`src/design/mmr_pkg.sv`:
```
// Package: types, constants and SHA-256 helpers for the ledger.
package mmr_pkg;
   localparam int PeakSlotsDefault = 64;
   localparam int SealEvery = 1000;
   localparam int SealCntW = 10;

   typedef enum logic [1:0] {
      MODE_APPEND = 2'd0,
      MODE_FINAL  = 2'd1,
      MODE_ROOT   = 2'd2,
      MODE_ROOT3  = 2'd3
   } mode_type;

   typedef enum logic [1:0] {
      ST_APPENDED = 2'd0,
      ST_REJECTED = 2'd1,
      ST_FINALIZED = 2'd2,
      ST_ROOT     = 2'd3
   } status_type;

   typedef struct packed {
      logic [1:0]  mode;
      logic [63:0] timestamp;
      logic [63:0] event_code;
      logic [63:0] entropy;
      logic [63:0] data_word0;
      logic [63:0] data_word1;
      logic [63:0] data_word2;
      logic [63:0] data_word3;
   } req_type;

   typedef struct packed {
      logic [1:0]  status;
      logic [63:0] root_word0;
      logic [63:0] root_word1;
      logic [63:0] root_word2;
      logic [63:0] root_word3;
      logic [63:0] leaf_total;
      logic        seal_due;
      logic        is_final;
   } rsp_type;

   // Message block source for the hash unit.
   typedef enum logic [2:0] {
      BLK_LEAF,
      BLK_LEAF1,
      BLK_MERGE0,
      BLK_MERGE1,
      BLK_BAG0,
      BLK_BAG1,
      BLK_TAIL
   } blk_type;

   typedef enum logic [3:0] {
      S_IDLE,
      S_LEAF,
      S_LEAF1,
      S_CLIMB,
      S_RDWAIT,
      S_MERGE0,
      S_MERGE1,
      S_BAGSCAN,
      S_BAGRD,
      S_BAG0,
      S_BAG1,
      S_TAIL,
      S_RESP
   } state_type;

   typedef struct packed {
      logic       load_req;
      logic       hash_start;
      logic       hash_init;
      blk_type    blk;
      logic       leaf_done;
      logic       merge_done;
      logic       bag_first;
      logic       bag_done;
      logic       root_done;
      logic       ram_rd;
      logic       slot_inc;
      logic       slot_top;
      logic       slot_dec;
      logic       write_leaf_carry;
      logic       clear_slot;
      logic       finish_append;
      logic       set_final;
      logic       make_rsp;
      status_type rsp_status;
      logic       zero_root;
   } cmd_type;

   typedef struct packed {
      mode_type mode;
      logic     hash_busy;
      logic     slot_present;
      logic     slot_last;
      logic     slot_zero;
      logic     sealed;
      logic     empty;
      logic     found;
   } sts_type;

   localparam logic [31:0] KROUND [64] = '{
      32'h428a2f98, 32'h71374491, 32'hb5c0fbcf, 32'he9b5dba5, 32'h3956c25b, 32'h59f111f1,
      32'h923f82a4, 32'hab1c5ed5, 32'hd807aa98, 32'h12835b01, 32'h243185be, 32'h550c7dc3,
      32'h72be5d74, 32'h80deb1fe, 32'h9bdc06a7, 32'hc19bf174, 32'he49b69c1, 32'hefbe4786,
      32'h0fc19dc6, 32'h240ca1cc, 32'h2de92c6f, 32'h4a7484aa, 32'h5cb0a9dc, 32'h76f988da,
      32'h983e5152, 32'ha831c66d, 32'hb00327c8, 32'hbf597fc7, 32'hc6e00bf3, 32'hd5a79147,
      32'h06ca6351, 32'h14292967, 32'h27b70a85, 32'h2e1b2138, 32'h4d2c6dfc, 32'h53380d13,
      32'h650a7354, 32'h766a0abb, 32'h81c2c92e, 32'h92722c85, 32'ha2bfe8a1, 32'ha81a664b,
      32'hc24b8b70, 32'hc76c51a3, 32'hd192e819, 32'hd6990624, 32'hf40e3585, 32'h106aa070,
      32'h19a4c116, 32'h1e376c08, 32'h2748774c, 32'h34b0bcb5, 32'h391c0cb3, 32'h4ed8aa4a,
      32'h5b9cca4f, 32'h682e6ff3, 32'h748f82ee, 32'h78a5636f, 32'h84c87814, 32'h8cc70208,
      32'h90befffa, 32'ha4506ceb, 32'hbef9a3f7, 32'hc67178f2
   };

   localparam logic [255:0] HINIT = {
      32'h6a09e667, 32'hbb67ae85, 32'h3c6ef372, 32'ha54ff53a,
      32'h510e527f, 32'h9b05688c, 32'h1f83d9ab, 32'h5be0cd19
   };

   function automatic logic [31:0] rotr(input logic [31:0] x, input int n);
      rotr = (x >> n) | (x << (32 - n));
   endfunction

   // Byte-swap a 64-bit word: little-endian word into message byte order.
   function automatic logic [63:0] bswap(input logic [63:0] v);
      logic [63:0] r;
      for (int i = 0; i < 8; i++) begin
         r[63 - 8*i -: 8] = v[8*i +: 8];
      end
      bswap = r;
   endfunction
endpackage

```
`src/design/mmr_ctrl.sv`:
```
// Ledger controller: sequences leaf hash, peak climb and root bagging.
module mmr_ctrl (
   input  logic             clock,
   input  logic             reset,
   input  logic             req_valid,
   output logic             req_ready,
   output logic             rsp_valid,
   input  logic             rsp_ready,
   input  mmr_pkg::sts_type sts,
   output mmr_pkg::cmd_type cmd
);
   import mmr_pkg::*;

   state_type state_ff, state_in;
   logic      rsp_valid_ff, rsp_valid_in;
   logic      accept;

   assign req_ready = (state_ff == S_IDLE) && !rsp_valid_ff;
   assign accept = req_valid && req_ready;

   always_comb begin
      state_in = state_ff;
      case (state_ff)
         S_IDLE: if (accept) state_in = S_RESP;
         S_RESP: begin
            case (sts.mode)
               MODE_APPEND: state_in = sts.sealed ? S_IDLE : S_LEAF;
               MODE_FINAL:  state_in = S_IDLE;
               default:     state_in = sts.empty ? S_IDLE : S_BAGSCAN;
            endcase
         end
         S_LEAF:   if (!sts.hash_busy) state_in = S_LEAF1;
         S_LEAF1:  if (!sts.hash_busy) state_in = S_CLIMB;
         S_CLIMB:  state_in = sts.slot_present ? S_RDWAIT : S_IDLE;
         S_RDWAIT: state_in = S_MERGE0;
         S_MERGE0: if (!sts.hash_busy) state_in = S_MERGE1;
         S_MERGE1: begin
            if (!sts.hash_busy) state_in = sts.slot_last ? S_IDLE : S_CLIMB;
         end
         S_BAGSCAN: state_in = sts.slot_present ? S_BAGRD : (sts.slot_zero ? S_TAIL : S_BAGSCAN);
         S_BAGRD: begin
            if (!sts.found) state_in = sts.slot_zero ? S_TAIL : S_BAGSCAN;
            else state_in = S_BAG0;
         end
         S_BAG0: if (!sts.hash_busy) state_in = S_BAG1;
         S_BAG1: begin
            if (!sts.hash_busy) state_in = sts.slot_zero ? S_TAIL : S_BAGSCAN;
         end
         S_TAIL: if (!sts.hash_busy) state_in = S_IDLE;
         default: state_in = S_IDLE;
      endcase
   end

   // Hash starts on entry to a hashing state; completion on busy low there.
   logic hash_started_ff, hash_started_in;

   always_comb begin
      cmd = '0;
      cmd.blk = BLK_LEAF;
      cmd.rsp_status = ST_APPENDED;
      hash_started_in = hash_started_ff;
      rsp_valid_in = rsp_valid_ff && !rsp_ready;
      cmd.load_req = accept;
      case (state_ff)
         S_RESP: begin
            hash_started_in = 1'b0;
            case (sts.mode)
               MODE_APPEND: begin
                  if (sts.sealed) begin
                     cmd.make_rsp = 1'b1;
                     cmd.rsp_status = ST_REJECTED;
                     rsp_valid_in = 1'b1;
                  end
               end
               MODE_FINAL: begin
                  cmd.set_final = 1'b1;
                  cmd.make_rsp = 1'b1;
                  cmd.rsp_status = ST_FINALIZED;
                  rsp_valid_in = 1'b1;
               end
               default: begin
                  cmd.slot_top = 1'b1;
                  if (sts.empty) begin
                     cmd.make_rsp = 1'b1;
                     cmd.rsp_status = ST_ROOT;
                     cmd.root_done = 1'b1;
                     cmd.zero_root = 1'b1;
                     rsp_valid_in = 1'b1;
                  end
               end
            endcase
         end
         S_LEAF, S_LEAF1, S_MERGE0, S_MERGE1, S_BAG0, S_BAG1, S_TAIL: begin
            case (state_ff)
               S_LEAF:   cmd.blk = BLK_LEAF;
               S_LEAF1:  cmd.blk = BLK_LEAF1;
               S_MERGE0: cmd.blk = BLK_MERGE0;
               S_MERGE1: cmd.blk = BLK_MERGE1;
               S_BAG0:   cmd.blk = BLK_BAG0;
               S_BAG1:   cmd.blk = BLK_BAG1;
               default:  cmd.blk = BLK_TAIL;
            endcase
            cmd.hash_init = (state_ff != S_LEAF1) && (state_ff != S_MERGE1)
                            && (state_ff != S_BAG1);
            if (!hash_started_ff) begin
               cmd.hash_start = 1'b1;
               hash_started_in = 1'b1;
            end else if (!sts.hash_busy) begin
               hash_started_in = 1'b0;
               case (state_ff)
                  S_LEAF1: cmd.leaf_done = 1'b1;
                  S_MERGE1: begin
                     cmd.merge_done = 1'b1;
                     cmd.clear_slot = 1'b1;
                     if (sts.slot_last) begin
                        cmd.finish_append = 1'b1;
                        cmd.make_rsp = 1'b1;
                        rsp_valid_in = 1'b1;
                     end else begin
                        cmd.slot_inc = 1'b1;
                     end
                  end
                  S_BAG1: begin
                     cmd.bag_done = 1'b1;
                     if (!sts.slot_zero) cmd.slot_dec = 1'b1;
                  end
                  S_TAIL: begin
                     cmd.root_done = 1'b1;
                     cmd.make_rsp = 1'b1;
                     cmd.rsp_status = ST_ROOT;
                     rsp_valid_in = 1'b1;
                  end
                  default: ;
               endcase
            end
         end
         S_CLIMB: begin
            if (!sts.slot_present) begin
               cmd.write_leaf_carry = 1'b1;
               cmd.finish_append = 1'b1;
               cmd.make_rsp = 1'b1;
               rsp_valid_in = 1'b1;
            end
         end
         S_BAGSCAN: begin
            if (!sts.slot_present && !sts.slot_zero) cmd.slot_dec = 1'b1;
         end
         S_BAGRD: begin
            if (!sts.found) begin
               cmd.bag_first = 1'b1;
               if (!sts.slot_zero) cmd.slot_dec = 1'b1;
            end
         end
         default: ;
      endcase
   end

   // Hash state sequencing relies on the busy flag being set in the cycle after start.
   always_ff @(posedge clock) begin
      if (reset) begin
         state_ff <= S_IDLE;
         rsp_valid_ff <= 1'b0;
         hash_started_ff <= 1'b0;
      end else begin
         state_ff <= (state_ff inside {S_LEAF, S_LEAF1, S_MERGE0, S_MERGE1, S_BAG0, S_BAG1,
                                       S_TAIL}
                      && (!hash_started_ff || sts.hash_busy)) ? state_ff : state_in;
         rsp_valid_ff <= rsp_valid_in;
         hash_started_ff <= hash_started_in;
      end
   end

   assign rsp_valid = rsp_valid_ff;
endmodule

```
`config.mk`:
```
export PLATFORM = sky130hd
export DESIGN_NAME = mmr_ctrl
export DESIGN_NICKNAME = d
export VERILOG_FILES = /design/src/design/mmr_pkg.sv /design/src/design/mmr_ctrl.sv
export SDC_FILE = /design/constraint.sdc
export NUM_CORES = 1
export LEC_CHECK = 0
export ABC_CLOCK_PERIOD_IN_PS = 1850
export BUFFER_PORTS_ARGS = -buffer_cell sky130_fd_sc_hd__clkbuf_2
export CAP_MARGIN = 0
export CORE_MARGIN = 5
export CORE_UTILIZATION = 45
export CTS_CLUSTER_DIAMETER = 40
export DETAILED_ROUTE_END_ITERATION = 16
export GPL_TIMING_DRIVEN = 0
export PLACE_DENSITY_LB_ADDON = 0.1
export SETUP_SLACK_MARGIN = 0.02
export SYNTH_ARGS = -nofsm -noshare
export SYNTH_HDL_FRONTEND = slang
export SYNTH_SLANG_ARGS = --single-unit
```
`constraint.sdc`:
```
create_clock -name clock -period 1.85 [get_ports clock]
set_input_delay 0.37 -clock clock [delete_from_list [all_inputs] [get_ports clock]]
set_output_delay 0.37 -clock clock [all_outputs]
set_load 0.005 [all_outputs]
```
==> results.json <==
{
  "timing.reg2reg.setup_slack_ps": 180,
  "n_fill_cell": 137,
  "ys_seq_area_frac": 0.1531,
  "fin_util": 0.7578,
  "dr.pass1.iters": 4,
  "power.total_uw": 1705,
  "synth_common_cells": "nor2_1 (14), nand2b_1 (9), nand2_1 (8), nor2b_1 (8), o21ai_0 (7)",
  "grt_pass1_wl_um": 4429,
  "gr-total-overflow": 0,
  "seq_power_share": 0.149,
  "violations": "setup timing",
  "whs_ps": 340.8,
  "period_share": 1.044,
  "rsz0062_at_grt": "yes",
  "cts_made_buffers": 3,
  "p_int_uw": 913.9,
  "n_antenna_cell": 0,
  "chipWidth_um": 51.76,
  "worstSetupEndpointType": "primary output",
  "finalHoldViolCount": 0,
  "p_switching_uw": 791.4,
  "cts.path.max_buffers": 2,
  "p_leak_uw": 0.0006165,
  "syn_nets": 129,
  "final_layout_size_suffix_gt1_frac": 0.5325,
  "ios": 38,
  "slew_violations": 0,
  "fp.dieArea_um2": 2679,
  "drtAntennaViolNets": 0,
  "grt.total_usage": 0.2181,
  "post-route-min-period_ps": 1930,
  "drc": 0,
  "port_buffers": 35,
  "die_h_um": 51.76,
  "synth_edf_count": 0,
  "crit_path_start_kind": "flip-flop",
  "hold_class": "in -> reg",
  "status": "finished, violations left",
  "clk_pin_slew_ps": 40,
  "powerDensity_nw_per_um2": 1332,
  "cp.arrival_ps": 1560,
  "setup-violations-final": 2,
  "synth.distinct_cells": 43,
  "max_freq_mhz": 518.0,
  "rows": 15,
  "start_util": 0.4644,
  "drt_iter0_drc": 43,
  "wl_per_cell_um": 15.96,
  "clk_latency_ps": 240,
  "postSynthAreaPerCell_um2": 6.763,
  "synth_most_common_cell": "nor2_1",
  "cts_hold_buffers": 0,
  "ys.flop_type": "dfxtp_1",
  "ys_ff_latch": 6,
  "dp_cells": 168,
  "yosysWarningCount": 0,
  "layout.nets": 184,
  "gp_congestion": 0.9246,
  "synthTopCellsByArea": "dfxtp_1 (15%), nand2b_1 (7.2%), nor2_1 (6.7%)",
  "setup_tns_ps": -105.6,
  "hpwlAfterDp_um": 1938,
  "cap_violations": 0,
  "synth_cells": 116,
  "clock-sinks": 6,
  "grt_pass1_vias": 962,
  "vdd_drop_max_v": 0.001005,
  "p_comb_frac": 0.782,
  "viasPerCell": 5.957,
  "fin_skew_ps": 0.1944,
  "cts_root_buffer": "clkbuf_4",
  "grt_max_degree": 11,
  "synthToLayoutAreaGrowth_pct": 63.16,
  "clock_power_share": 0.069,
  "worstSetupPathType": "reg -> out",
  "antenna_found_initial": 0,
  "htreeDepth": 1,
  "cp_max_fo": 8,
  "netlist_area_um2": 784.5,
  "synthArstFlopShare": 0,
  "vias": 1108,
  "fin_ws_ps": -80.49,
  "core-area_um2": 1689,
  "synth_top_area_share": 0.1531,
  "yosysTopAreaCell": "dfxtp_1",
  "cts_tree": "yes",
  "stdcell_count": 186,
  "crit_required_ps": 1480,
  "routed_wl_um": 2969,
  "switching_share": 0.4641
}
## worst max-delay path, stage by stage (launching register included)
cell and delay [ps]:
dfxtp_2 330, buf_6 150, nand2b_4 140, or3_4 340, or3b_4 250, clkbuf_2 100
## sequential cells by signal, indices dropped and copies added, names as in the netlist
register	flops
hash_started_ff	1
rsp_valid	1
state_ff	4
## what timing repair did
item	CTS	global route
setup endpoints to repair	10	11
buffers inserted	12	3
pin swaps	5	4
resized for setup	30	20
## path summary, 6_finish.rpt
check         startpoint  depth (start not counted)         endpoint
min                reset                          2  hash_started_ff
min reg2reg    rsp_valid                          2        rsp_valid
max          state_ff[2]                          5           cmd[3]
max reg2reg  state_ff[0]                          8      state_ff[2]
## cells in the final DEF, fill, tap and decap left out, drive strengths merged, types with 2 or more instances in the layout
cell | synthesis | final
clkbuf | 1 | 37
buf | 10 | 27
nor2 | 14 | 14
nand2b | 9 | 9
nand2 | 8 | 8
nor2b | 8 | 8
o21ai | 7 | 7
a21oi | 6 | 6
dfxtp | 6 | 6
nor3 | 5 | 5
o2bb2ai | 4 | 4
and3 | 4 | 4
nand3b | 2 | 2
inv | 2 | 2
a32o | 2 | 2
a22oi | 2 | 2
nor3b | 2 | 2
a221oi | 2 | 2
or3b | 2 | 2
## through the flow
stage | cell area (um^2) | setup WS, ps
after detailed placement | 980.9 | -4.373
after floorplan | 784.5 | 260.2
after CTS | 1202 | -67.48
final | 1280 | -80.49
after global placement | 980.9 | -11.45
after global routing | 1280 | -117.8
## area by class of cell
cell class              count  area, um^2  share of cell area
plain buffers              11       87.58             0.06843
multi-input cells          97       701.9              0.5484
flip-flops and latches      6       131.4              0.1026
inverters                   2       7.507            0.005865
repair buffers             50       307.8              0.2405
clock buffers               3       22.52             0.01760
well taps                  17       21.27             0.01662
## power groups by stage
stage          Combinational [uW]  Sequential [uW]  Clock [uW]
3_5_place_dp                  909              223           0
3_3_place_gp                  904              224           0
4_1_cts                      1170              250         125
6_report                     1330              254         118
5_1_grt                      1430              262         134
2_1_floorplan                 652              211           0
## cell families (layout without fill, tap and decap cells)
group / count (synthesis) / count (layout) / synth area share
AND/OR/NAND/NOR: 62 / 62 / 0.4434
multiplexers: 1 / 1 / 0.01276
other: 1 / 1 / 0.004780
AO/OA/AOI/OAI: 33 / 33 / 0.2983
flip-flops: 6 / 6 / 0.1531
buffers and inverters: 13 / 66 / 0.08772
## metal layers
layer | GRT usage | wire, um | up-vias
met1 | 0.2773 | 1202 | 514
met5 | 0 | 0 | -
met2 | 0.3623 | 1479 | 49
met4 | 0.1092 | 80 | 0
li1 | - | - | 535
met3 | 0.02292 | 206 | 10
Power figures use the tool's default switching activity.
